`src/hw/rtl/exact_k_distinct_window_counter_assert.svh`:
```
// ----------------------------------------------------------------------------
// Assertion macros for the exact-k distinct window counter
// Clocked on clock, disabled while reset is high.
// ----------------------------------------------------------------------------
`ifndef EXACT_K_DISTINCT_WINDOW_COUNTER_ASSERT_SVH
`define EXACT_K_DISTINCT_WINDOW_COUNTER_ASSERT_SVH

// check a property at every clock edge
`define KDW_ASSERT(label, prop, msg) \
   label: assert property (@(posedge clock) disable iff (reset) (prop)) else $error(msg);

// check that cons holds in the cycle after ante
`define KDW_ASSERT_NEXT(label, ante, cons, msg) \
   label: assert property (@(posedge clock) disable iff (reset) (ante) |=> (cons)) \
      else $error(msg);

`endif

```
`src/hw/rtl/kdw_pkg.sv`:
```
// ----------------------------------------------------------------------------
// kdw_pkg
// Types and constants shared by the exact-k distinct window counter.
// ----------------------------------------------------------------------------
`default_nettype none

package kdw_pkg;

   localparam int VALUE_W     = 8;
   localparam int TOTAL_W     = 20;
   localparam int TARGET_W    = 9;
   localparam int EPOCH_W     = 8;
   localparam int QUEUE_DEPTH = 4;
   localparam int QUEUE_PTR_W = 2;

   typedef struct packed {
      logic [VALUE_W-1:0] value;
      logic               last;
   } req_type;

   typedef struct packed {
      logic [TOTAL_W-1:0] subarray_total;
      logic               done_res;
      logic               overflow;
   } rsp_type;

   typedef enum logic {
      KIND_STORE,
      KIND_DROP
   } kind_type;

   typedef struct packed {
      logic [VALUE_W-1:0] value;
      logic               last;
      kind_type           kind;
   } item_type;

   typedef struct packed {
      logic init_busy;
   } back_status_type;

   typedef enum logic [3:0] {
      ST_CLEAR,
      ST_IDLE,
      ST_ADD_RD,
      ST_ADD_WR,
      ST_CHECK,
      ST_SHR_RD,
      ST_SHR_WR,
      ST_FINISH
   } back_state_type;

endpackage

`default_nettype wire

```
`src/hw/rtl/kdw_front.sv`:
```
// ----------------------------------------------------------------------------
// kdw_front
// Accepts request words, tags items past the length limit as drops.
// ----------------------------------------------------------------------------
`default_nettype none

module kdw_front #(
   parameter int MAX_LEN = 1024
) (
   input  logic                    clock,
   input  logic                    reset,
   input  logic                    req_valid,
   output logic                    req_ready,
   input  kdw_pkg::req_type        req_data,
   input  kdw_pkg::back_status_type back_status,
   input  logic                    q_full,
   output logic                    q_push,
   output kdw_pkg::item_type       q_item
);
   import kdw_pkg::*;

   localparam int PW = $clog2(MAX_LEN + 1);

   logic [PW-1:0] front_pos_ff, front_pos_in;
   logic          at_limit;

   assign req_ready = !q_full && !back_status.init_busy;
   assign q_push    = req_valid && req_ready;
   assign at_limit  = (front_pos_ff == PW'(MAX_LEN));

   always_comb begin
      q_item.value = req_data.value;
      q_item.last  = req_data.last;
      q_item.kind  = at_limit ? KIND_DROP : KIND_STORE;
      front_pos_in = front_pos_ff;
      if (q_push) begin
         if (req_data.last) begin
            front_pos_in = '0;
         end else if (!at_limit) begin
            front_pos_in = front_pos_ff + PW'(1);
         end
      end
   end

   always_ff @(posedge clock) begin
      if (reset) begin
         front_pos_ff <= '0;
      end else begin
         front_pos_ff <= front_pos_in;
      end
   end

endmodule

`default_nettype wire

```
`config.mk`:
```
export PLATFORM = sky130hd
export DESIGN_NAME = kdw_front
export DESIGN_NICKNAME = d
export VERILOG_FILES = /design/src/hw/rtl/exact_k_distinct_window_counter_assert.svh /design/src/hw/rtl/kdw_pkg.sv /design/src/hw/rtl/kdw_front.sv
export SDC_FILE = /design/constraint.sdc
export NUM_CORES = 1
export LEC_CHECK = 0
export BUFFER_PORTS_ARGS = -buffer_cell sky130_fd_sc_hd__buf_2
export CAP_MARGIN = 30
export CORE_MARGIN = 5
export CORE_UTILIZATION = 40
export DETAILED_ROUTE_END_ITERATION = 12
export GPL_TIMING_DRIVEN = 0
export PLACE_DENSITY = 0.7
export SYNTH_ARGS = -nofsm -noshare
export SYNTH_HDL_FRONTEND = slang
export SYNTH_SLANG_ARGS = --single-unit
```
`constraint.sdc`:
```
create_clock -name clock -period 1.9 [get_ports clock]
set_input_delay 0.095 -clock clock [delete_from_list [all_inputs] [get_ports clock]]
set_output_delay 0.095 -clock clock [all_outputs]
set_load 0.01 [all_outputs]
```
==> results.md <==
* CP max stage cell: nor4b_1
* Adder-cell share of the synthesized area at 0.0326
* Commonest non-fill, non-tap cell in the layout: buf_2
* Hold path start: reset
* Worst min path class: input port to flip-flop
* Clock Tree Buf Depth at 2
* Remaining global-route overflow at 0
* Final Hold Fails at 0
* #FFs+latches synth at 11
* Vias per inst at 5.39
* DRC Markers at 0
* Global-route wire length before repair at 3080 um
* Reg-to-reg endpoint: front_pos_ff[8]$_SDFFE_PP0P_
* Vias in the first global route at 677
* R2r startpoint: front_pos_ff[0]$_SDFFE_PP0P_
* Worst Path Arrival at 1.61 ns
* Die ar. at 2900 um^2
* Share of cells above drive strength 1 at 0.365
* Mux cell area share after synthesis at 0
* WS Path Type: flip-flop to output pin
* Layout area overhead at 19.1%
* Largest net degree at the start of global routing at 11
* Critical path, cell by cell: nor4b_1, nand4b_1, inv_1, buf_4, buf_2
* Min-Delay Path Depth at 3
* Static Leak at 0.367 nW
* Peak supply drop at 0.000237 V
* PortBufs at 17
* Critical Path RT at 1.80 ns
* Htree depth at 1
* Die width at 53.8 um
* Main combinational cell family by area after synthesis: simple AND/OR/NAND/NOR gates
* Crit-path max cell delay at 0.40 ns
* Core Rows at 15
* Final nets at 132
* Met1 WL at 802 um
* Final TNS setup at 0 ns
* CTS tree: built
* Met2 Wirelength at 797 um
* I/O pin total at 26
* Worst-Margin Slew at 0.444 ns
* Worst Path Max Fanout at 6
* Initial DRC Count at 18
* Yosys cell types at 31
* Wirelength per Cell at 12.7 um
* Final cell count without fillers at 140
* Rel. slew slack at 0.704
* Cell family with most CP delay: simple AND/OR/NAND/NOR gates
* Synth Area in Compound Gates at 0.199
* GRT Util Overall at 0.147
* Top Registers: front_pos_ff x11
* Avg Inst Size Synth at 8.17 um^2
* Inserted Diodes at 0
* Worst Hold Endpoint: front_pos_ff[0]$_SDFFE_PP0P_
* Setup violations, final at 0
* R2R Setup Slk at 0.20 ns
* CTS buffer count at 3
* Post-Synth XOR/XNOR Area at 0
* Pwr Density at 512 nW/um^2
* Worst-path clk slew at 0.07 ns
* Setup slack after layout at 0.196 ns
* Slew Viols, Final at 0
* Max reg flops at 11
* Synth area leaders: dfxtp_1 (29%), buf_4 (11%), a21oi_1 (6.5%)
* Chip height at 53.8 um
* Register-to-Register Path Depth at 5
* Critical path buffers and inverters at 3
* Worst slack, placed at 0.101 ns
* Vias at 754
* Mapped Cells at 94
* Setup crit end kind: output pin
* Period utilisation layout at 0.897
* Warnings from Yosys at 0
* Antenna viol nets, final at 0
* Final hold slack at 0.205 ns
* GPL Wtd Cong at 0.779
* Max Cap Viol at 0
* Seq/Total Area, Yosys at 0.287
* Commonest non-fill, non-tap cells in the layout: buf_2 (18), buf_4 (12), dfxtp_1 (11)
* Max frequency at 0.587 GHz
* Core Area at 1780 um^2
* Antenna violations before repair at 0
* Post-Syn Area at 768 um^2
* Outcome: completed
* Final min period at 1.70 ns
* DP Cell Count at 136
* Placed wire-length estimate at 1290 um
* TritonRoute pass-1 iters at 4
* Clock sink total at 11
* Initial Utilization at 0.431
* Simple-Gate Fraction of Synth Area at 0.306
* Total Wirelength at 1770 um
* Cts hold-fix bufs at 0
* Area leader, netlist: dfxtp_1
* Worst Skew at 0.00393 ns
* Mapped Nets at 110
* Root Buffer: clkbuf_4
* Top reg by flops: front_pos_ff
* Highest metal used: met4
* Critical path launch point type: flip-flop
* Area share of the largest cell type after synthesis at 0.287
* Worst-Skew Late Latency at 0.28 ns
* DR WL met3 at 145 um
==> layer usage <==
layer,up-vias,global-route usage
li1,384,-
met1,341,0.183
met2,25,0.224
met3,4,0.0443
met4,0,0.0766
met5,-,0
==> cells in the mapped netlist (all sizes together) <==
cell / instances
buf: 13
dfxtp: 11
a21oi: 10
o21ai: 8
nor2: 5
a31oi: 4
nand2: 4
nor4: 4
or3: 4
inv: 3
nand3: 3
nand4b: 3
a221o: 2
a41oi: 2
and4: 2
clkbuf: 2
ha: 2
nor4b: 2
or3b: 2
and2: 1
and3: 1
clkinv: 1
dlygate4sd1: 1
nand2b: 1
nand4: 1
or4: 1
or4b: 1
==> cell families (layout without fill, tap and decap cells) <==
| group | Yosys count | after routing |
|---|---|---|
| and+or+nand+nor | 35 | 35 |
| adders and majority gates | 2 | 2 |
| buffers and inverters | 20 | 41 |
| DFF | 11 | 11 |
| AOI/OAI and AO/OA | 26 | 26 |
==> final cells by class <==
class                   count  area (um^2)
multi-input cells          63          413
clock buffers               4         26.3
well taps                  25         31.3
inverters                   4         20.0
plain buffers              15          111
repair buffers             18         92.6
flip-flops and latches     11          220
fillers                   186          868
==> worst max-delay path by stage <==
stage | slack (ns) | startpoint | cells past startpoint | endpoint
final | 0.20 | front_pos_ff[7]$_SDFFE_PP0P_ | 5 | q_item[0]
after global routing | -0.02 | front_pos_ff[7]$_SDFFE_PP0P_ | 5 | q_item[0]
after CTS | 0.09 | front_pos_ff[0]$_SDFFE_PP0P_ | 6 | front_pos_ff[8]$_SDFFE_PP0P_
after detailed placement | 0.10 | front_pos_ff[0]$_SDFFE_PP0P_ | 6 | front_pos_ff[8]$_SDFFE_PP0P_
after global placement | 0.18 | front_pos_ff[0]$_SDFFE_PP0P_ | 6 | front_pos_ff[8]$_SDFFE_PP0P_
after floorplan | 0.30 | front_pos_ff[0]$_SDFFE_PP0P_ | 6 | front_pos_ff[8]$_SDFFE_PP0P_
==> metrics by stage <==
stage	util	area, um^2	total power [mW]
floorplan	-	768	0.279
global placement	0.496	885	0.304
detailed placement	0.496	885	0.305
CTS	0.511	911	0.479
global route	0.513	915	0.501
finish	0.513	915	0.468
==> where the power goes <==
group          leakage [nW]  switching [mW]  internal, mW
Combinational         0.264          0.0333        0.0334
Clock                0.0150          0.0880        0.0817
Sequential           0.0886        0.000795         0.231
==> worst min-delay path: cells and delay by family <==
kind | cells | cell delay, ns
buffers and inverters | 1 | 0.13
AOI/OAI and AO/OA | 1 | 0.14
and+or+nand+nor | 1 | 0.09
==> repair_timing <==
item                       CTS  global route
resized for setup            0             0
setup endpoints to repair    0             2
buffers inserted             0             1
hold endpoints to repair     0             0
Note: power is estimated with default switching activity, not from simulation.
